[config.mk]
export PLATFORM = sky130hd
export DESIGN_NAME = ordered_list_engine
export DESIGN_NICKNAME = d
export VERILOG_FILES = /design/src/olist_pkg.sv /design/src/olist_ctrl.sv /design/src/olist_dp.sv /design/src/ordered_list_engine.sv
export SDC_FILE = /design/constraint.sdc
export NUM_CORES = 1
export LEC_CHECK = 0
export ABC_AREA = 1
export BUFFER_PORTS_ARGS = -buffer_cell sky130_fd_sc_hd__buf_2
export CORE_MARGIN = 4
export CORE_UTILIZATION = 52
export CTS_BUF_LIST = sky130_fd_sc_hd__clkbuf_8
export DETAILED_ROUTE_END_ITERATION = 16
export PLACE_DENSITY = 0.68
export SLEW_MARGIN = 40
export SYNTH_ARGS = -nofsm -noshare
export SYNTH_HDL_FRONTEND = slang
export SYNTH_SLANG_ARGS = --single-unit
[constraint.sdc]
create_clock -name clk -period 4.1 [get_ports clk]
set_clock_uncertainty 0.15 [all_clocks]
set_input_delay 1.23 -clock clk [delete_from_list [all_inputs] [get_ports clk]]
set_output_delay 1.23 -clock clk [all_outputs]
set_load 0.1 [all_outputs]
[src/olist_pkg.sv]
`timescale 1ns / 1ps
package olist_pkg;

  localparam int DEPTH     = 16;
  localparam int WORD_BITS = 32;
  localparam int IDX_BITS  = (DEPTH > 1) ? $clog2(DEPTH) : 1;
  localparam int CNT_BITS  = $clog2(DEPTH + 1);

  typedef enum logic [1:0] {
    ACT_PUSH   = 2'd0,
    ACT_POP    = 2'd1,
    ACT_DELETE = 2'd2,
    ACT_FIND   = 2'd3
  } action_t;

  typedef enum logic [1:0] {
    ST_OK    = 2'd0,
    ST_EMPTY = 2'd1,
    ST_FULL  = 2'd2
  } status_t;

  typedef enum logic [2:0] {
    S_IDLE,
    S_PUSH,
    S_POP,
    S_POP_CAP,
    S_SCAN,
    S_SHIFT,
    S_DONE
  } state_t;

  typedef struct packed {
    action_t            action;
    logic signed [31:0] value;
  } req_t;

  typedef struct packed {
    logic signed [31:0] result_value;
    logic               found;
    status_t            status;
    logic [4:0]         count;
  } rsp_t;

  typedef struct packed {
    logic start;
    logic push;
    logic pop_rd;
    logic pop_cap;
    logic scan;
    logic set_found;
    logic shift_wr;
    logic del_done;
    logic load_out;
  } cmd_t;

  typedef struct packed {
    action_t act;
    logic    empty;
    logic    hit;
    logic    more;
    logic    rd_vld;
    logic    out_free;
  } sts_t;

endpackage

[src/olist_ctrl.sv]
`timescale 1ns / 1ps
module olist_ctrl (
  input  logic               clk,
  input  logic               rst,
  input  logic               req_valid,
  input  olist_pkg::action_t action,
  output logic               req_stall,
  input  olist_pkg::sts_t    sts,
  output olist_pkg::cmd_t    cmd
);

  olist_pkg::state_t state, state_next;

  always_ff @(posedge clk) begin
    if (rst) begin
      state <= olist_pkg::S_IDLE;
    end else begin
      state <= state_next;
    end
  end

  always_comb begin
    state_next = state;
    case (state)
      olist_pkg::S_IDLE: begin
        if (req_valid) begin
          case (action)
            olist_pkg::ACT_PUSH: state_next = olist_pkg::S_PUSH;
            olist_pkg::ACT_POP:  state_next = olist_pkg::S_POP;
            default:             state_next = olist_pkg::S_SCAN;
          endcase
        end
      end
      olist_pkg::S_PUSH: state_next = olist_pkg::S_DONE;
      olist_pkg::S_POP: begin
        state_next = sts.empty ? olist_pkg::S_DONE : olist_pkg::S_POP_CAP;
      end
      olist_pkg::S_POP_CAP: state_next = olist_pkg::S_DONE;
      olist_pkg::S_SCAN: begin
        if (sts.hit) begin
          state_next = (sts.act == olist_pkg::ACT_FIND) ? olist_pkg::S_DONE
                                                        : olist_pkg::S_SHIFT;
        end else if (!sts.more && !sts.rd_vld) begin
          state_next = olist_pkg::S_DONE;
        end
      end
      olist_pkg::S_SHIFT: begin
        if (!sts.more && !sts.rd_vld) begin
          state_next = olist_pkg::S_DONE;
        end
      end
      olist_pkg::S_DONE: begin
        if (sts.out_free) begin
          state_next = olist_pkg::S_IDLE;
        end
      end
      default: state_next = olist_pkg::S_IDLE;
    endcase
  end

  always_comb begin
    cmd       = '0;
    req_stall = (state != olist_pkg::S_IDLE);
    case (state)
      olist_pkg::S_IDLE:    cmd.start   = req_valid;
      olist_pkg::S_PUSH:    cmd.push    = 1'b1;
      olist_pkg::S_POP:     cmd.pop_rd  = 1'b1;
      olist_pkg::S_POP_CAP: cmd.pop_cap = 1'b1;
      olist_pkg::S_SCAN: begin
        // keep reading on a hit: the next entry is what the shift needs first
        cmd.scan      = 1'b1;
        cmd.set_found = sts.hit;
      end
      olist_pkg::S_SHIFT: begin
        cmd.scan     = 1'b1;
        cmd.shift_wr = 1'b1;
        cmd.del_done = !sts.more && !sts.rd_vld;
      end
      olist_pkg::S_DONE:    cmd.load_out = sts.out_free;
      default: ;
    endcase
  end

endmodule

[src/olist_dp.sv]
`timescale 1ns / 1ps
module olist_dp (
  input  logic            clk,
  input  logic            rst,
  input  olist_pkg::req_t req,
  input  olist_pkg::cmd_t cmd,
  output olist_pkg::sts_t sts,
  input  logic            rsp_stall,
  output logic            rsp_valid,
  output olist_pkg::rsp_t rsp
);

  logic [olist_pkg::WORD_BITS-1:0] mem [olist_pkg::DEPTH];

  olist_pkg::action_t              act;
  logic [olist_pkg::WORD_BITS-1:0] word;
  logic [olist_pkg::CNT_BITS-1:0]  cnt;
  logic [olist_pkg::CNT_BITS-1:0]  idx;
  logic [olist_pkg::CNT_BITS-1:0]  rd_idx;
  logic                            rd_vld;
  logic [olist_pkg::WORD_BITS-1:0] rd_data;
  logic signed [31:0]              res;
  logic                            found;
  olist_pkg::status_t              status;
  logic                            out_vld;
  olist_pkg::rsp_t                 out;

  logic                            full;
  logic                            empty;
  logic                            more;
  logic                            hit;
  logic [olist_pkg::CNT_BITS-1:0]  cnt_m1;
  logic [olist_pkg::CNT_BITS-1:0]  rd_idx_m1;
  logic                            rd_en;
  logic [olist_pkg::IDX_BITS-1:0]  rd_addr;
  logic                            wr_en;
  logic [olist_pkg::IDX_BITS-1:0]  wr_addr;
  logic [olist_pkg::WORD_BITS-1:0] wr_data;

  assign full      = (cnt >= olist_pkg::CNT_BITS'(olist_pkg::DEPTH));
  assign empty     = (cnt == '0);
  assign more      = (idx < cnt);
  assign hit       = rd_vld && (rd_data == word);
  assign cnt_m1    = cnt - olist_pkg::CNT_BITS'(1);
  assign rd_idx_m1 = rd_idx - olist_pkg::CNT_BITS'(1);

  assign rd_en   = (cmd.pop_rd && !empty) || (cmd.scan && more);
  assign rd_addr = cmd.pop_rd ? cnt_m1[olist_pkg::IDX_BITS-1:0]
                              : idx[olist_pkg::IDX_BITS-1:0];
  // shift moves the entry just read one place toward the head
  assign wr_en   = (cmd.push && !full) || (cmd.shift_wr && rd_vld);
  assign wr_addr = cmd.push ? cnt[olist_pkg::IDX_BITS-1:0]
                            : rd_idx_m1[olist_pkg::IDX_BITS-1:0];
  assign wr_data = cmd.push ? word : rd_data;

  always_ff @(posedge clk) begin
    if (wr_en) begin
      mem[wr_addr] <= wr_data;
    end
    if (rd_en) begin
      rd_data <= mem[rd_addr];
    end
  end

  always_ff @(posedge clk) begin
    if (rst) begin
      cnt     <= '0;
      rd_vld  <= 1'b0;
      out_vld <= 1'b0;
    end else begin
      rd_vld <= cmd.scan && more;
      if (cmd.push && !full) begin
        cnt <= cnt + olist_pkg::CNT_BITS'(1);
      end else if ((cmd.pop_rd && !empty) || cmd.del_done) begin
        cnt <= cnt_m1;
      end
      if (cmd.load_out) begin
        out_vld <= 1'b1;
      end else if (!rsp_stall) begin
        out_vld <= 1'b0;
      end
    end
  end

  always_ff @(posedge clk) begin
    if (cmd.start) begin
      act    <= req.action;
      word   <= olist_pkg::WORD_BITS'(req.value);
      idx    <= '0;
      found  <= 1'b0;
      status <= olist_pkg::ST_OK;
      res    <= '0;
    end
    if (cmd.scan && more) begin
      idx    <= idx + olist_pkg::CNT_BITS'(1);
      rd_idx <= idx;
    end
    if (cmd.push && full) begin
      status <= olist_pkg::ST_FULL;
    end
    if (cmd.pop_rd && empty) begin
      status <= olist_pkg::ST_EMPTY;
    end
    if (cmd.pop_cap) begin
      res <= 32'(signed'(rd_data));
    end
    if (cmd.set_found) begin
      found <= 1'b1;
    end
    if (cmd.load_out) begin
      out.result_value <= res;
      out.found        <= found;
      out.status       <= status;
      out.count        <= 5'(cnt);
    end
  end

  assign sts.act      = act;
  assign sts.empty    = empty;
  assign sts.hit      = hit;
  assign sts.more     = more;
  assign sts.rd_vld   = rd_vld;
  assign sts.out_free = !out_vld || !rsp_stall;

  assign rsp_valid = out_vld;
  assign rsp       = out;

`ifndef NO_ASSERTIONS
  a_cnt_bound: assert property (@(posedge clk) disable iff (rst)
    cnt <= olist_pkg::CNT_BITS'(olist_pkg::DEPTH))
    else $error("entry count above depth");

  a_push_inc: assert property (@(posedge clk) disable iff (rst)
    cmd.push && !full |=> cnt == $past(cnt) + olist_pkg::CNT_BITS'(1))
    else $error("push did not grow the list");

  a_shift_addr: assert property (@(posedge clk) disable iff (rst)
    cmd.shift_wr && rd_vld |-> rd_idx != '0 && rd_idx < cnt)
    else $error("shift write outside the list");

  a_load_free: assert property (@(posedge clk) disable iff (rst)
    cmd.load_out |-> !out_vld || !rsp_stall)
    else $error("result register overwritten while stalled");
`endif

endmodule

[src/ordered_list_engine.sv]
`timescale 1ns / 1ps
// A pop on an empty list skips its capture state. Find and delete scan the entry
// memory, which has one read and one write port, one entry per cycle; a find stops
// at its first hit, and a scan of an empty list reads no entries.
// Delete scans up to the match, then shifts later entries up one per cycle.
// One item at a time; the next beat is accepted in the cycle after the result loads.
// Synchronous active-high rst empties the list; entry storage is not cleared.
module ordered_list_engine (
  input  logic            clk,
  input  logic            rst,
  input  logic            req_valid,
  output logic            req_stall,
  input  olist_pkg::req_t req,
  output logic            rsp_valid,
  input  logic            rsp_stall,
  output olist_pkg::rsp_t rsp
);

  olist_pkg::cmd_t cmd;
  olist_pkg::sts_t sts;

  olist_ctrl u_ctrl (
    .clk       (clk),
    .rst       (rst),
    .req_valid (req_valid),
    .action    (req.action),
    .req_stall (req_stall),
    .sts       (sts),
    .cmd       (cmd)
  );

  olist_dp u_dp (
    .clk       (clk),
    .rst       (rst),
    .req       (req),
    .cmd       (cmd),
    .sts       (sts),
    .rsp_stall (rsp_stall),
    .rsp_valid (rsp_valid),
    .rsp       (rsp)
  );

endmodule

==> metrics.txt <==
status completed; first-pass GRT wire length between 90000 and 100000 um; Max Fclk 296 MHz; Max stage delay on crit path roughly 0.55 ns; final-report max-slew violation count 0; Leakage Power 0.0103 uW; CTS tree done; crit path cell chain nor2_1, inv_1, nor2_1, inv_1, buf_2; reg2reg start u_ctrl.state[1]; Avg Cell Area, Syn 13.3 sq um; Layout Cells excl Fill 2884; initial antenna violation count 1; vias 16870; most frequent cells in the layout edfxtp_1, nor2_1, o21ai_0; register area share after synthesis 75.6%; CP Buf/Inv Count 3; hold path cells 0; Worst setup SP type flop; CTS hold repair buffers 0; drt pass-1 iters 6; Crit-path slowest cell dfxtp_1; Worst Hold Launch u_dp.res[17]; row cnt about 80; reg2reg end u_dp.mem[13][23]; pre-CTS setup slack around 0.90 ns; Syn Inst Count ~2000; Die ar. 54700 sq um; Avg Vias per Cell 5.85; Ys Warns 0; area of the mapped netlist 26500 sq um; # DRC 0; area grow syn2layout 13.2%; vias in the first global route 16343; Least-Margin Pin Slew 0.796 ns; clk root buf clkbuf_8; FILL cells between 3000 and 4000; hold slack roughly 0.26 ns; critical setup path kind reg -> out; count of cell types in the netlist 36; Hold Crit Class reg -> reg; layout cells sized above 1 14.4%; core area roughly 50000 sq um; Max VDD drop a little under 0.7 mV; Tot GR Track Use a little under a quarter; Routed WL about 64000 um; postcts setup bufs 0; Die Width 234 um; Initial Util 52.8%; most common cell after layout, fill and taps aside edfxtp_1; Nets about 2200; Final Wtd Congestion 0.810; Reg clk slew, reported paths roughly 0.060 ns; total CTS buffers 103; Die Height 234 um; FF+latch count, synth 672; critical path's top delay family buffers and inverters; Setup-failing EPs final 0; RSZ-0062 raised after global routing no; power per cell area 677 nW/um^2; ANT cells 0; global route total overflow 0; I/O Pins 80; Worst Setup End Kind output port; crit path DAT 1.99 ns; PnR worst setup slack about 0.73 ns; worst-path fanout max 8; post-CTS resize count 0; pin count of the biggest net entering global routing 157; Max Buffers Root-to-Sink 3; relative slew slack 46.9%; DP HPWL between 30000 and 40000 um; Synth Net Count just over 2000; Crit path required time between 2 and 3 ns; CTS sink cnt 672; Final Hold Viols 0; Worst-Skew Late Latency ~0.67 ns; hold path endpoint u_dp.rsp[25]; post-DR wirelength/cell 22.2 um; Iteration-0 DRC Markers 1844; Placed Cells 2698; max_cap viols 0; flop2flop setup slack 0.81 ns; fin crit share 82.3%; htree depth 3; setup TNS 0 ns; port bufs 79; min cycle time layout 3.37 ns; post-route ant nets 0; FF-to-FF path depth 6
-- stage by stage --
stage | power [uW] | utilization, % | area [sq um]
after floorplan | 13200 | - | 26500
after global placement | 15000 | 55.9 | 28100
after detailed placement | 15200 | 55.9 | 28100
after CTS | 20400 | 59.7 | 30000
after global routing | 21400 | 59.7 | 30000
final | 20300 | 59.7 | 30000
-- how the worst max path moves through the flow --
| stage | from | endpoint | slack (ns) | cells after the start |
|---|---|---|---|---|
| final | u_ctrl.state[1] | req_stall | 0.73 | 5 |
| after global routing | u_ctrl.state[1] | req_stall | 0.61 | 5 |
| after CTS | u_ctrl.state[1] | req_stall | 0.71 | 5 |
| after detailed placement | u_dp.cnt[4] | u_dp.rd_data[25] | 0.90 | 10 |
| after global placement | u_dp.cnt[2] | u_dp.rd_data[26] | 0.98 | 10 |
| after floorplan | rsp_stall | u_dp.rsp[0] | 0.45 | 3 |
-- cell usage after synthesis (all sizes together) --
library cell,instances,share of area (%)
a21oi,14,0.26
a22o,1,0.033
a31o,1,0.033
a31oi,1,0.024
and2,1,0.024
buf,84,1.7
clkbuf,31,0.44
dfxtp,13,0.98
edfxtp,659,75
ha,8,0.38
inv,107,1.5
nand2,186,2.7
nand3,44,0.88
nand3b,1,0.028
nand4,3,0.071
nor2,340,4.9
nor3,5,0.094
o211ai,39,1.1
o21ai,309,5.9
o221ai,90,3.0
o22ai,38,0.90
o32ai,1,0.033
or2,3,0.071
xnor2,9,0.30
xor2,6,0.20
-- kinds of logic after synthesis --
family,synth area share [%]
compound gates,11.3
simple gates,8.68
xor+xnor,0.495
flops,75.6
buf+inv,3.61
fa+ha+maj,0.377
-- per-layer routing --
layer,vias up,share of wire (%),track usage (%)
met2,888,48,37.4
met4,0,2.5,8.28
met5,-,0,0
met3,129,10,4.09
li1,7635,-,-
met1,8218,39,31.9
-- flip-flops by register name, indices dropped and copies added (netlist names), 2 cells and up --
name          cells
u_dp.mem        512
u_dp.rsp         40
u_dp.rd_data     32
u_dp.res         32
u_dp.word        32
u_dp.cnt          5
u_dp.idx          5
u_dp.rd_idx       4
u_ctrl.state      3
u_dp.act          2
u_dp.status       2
-- area by class of cell --
type                    instances  area [sq um]  share of cell area, %
well taps                     672           841                   2.80
repair buffers                147          1120                   3.74
clock buffers                 106          1460                   4.86
clock inverters                80           464                   1.55
flip-flops and latches        672         20000                   66.8
multi-input cells            1100          5690                   19.0
inverters                     107           407                   1.35
-- where the power goes --
group	leakage, uW	internal [uW]	switching (uW)	total (uW)
logic	0.00313	1700	4500	6200
clock network	0.00109	2710	2480	5190
registers	0.00609	8680	271	8950
total	0.0103	13100	7260	20300
(Power assumes the default switching activity.)
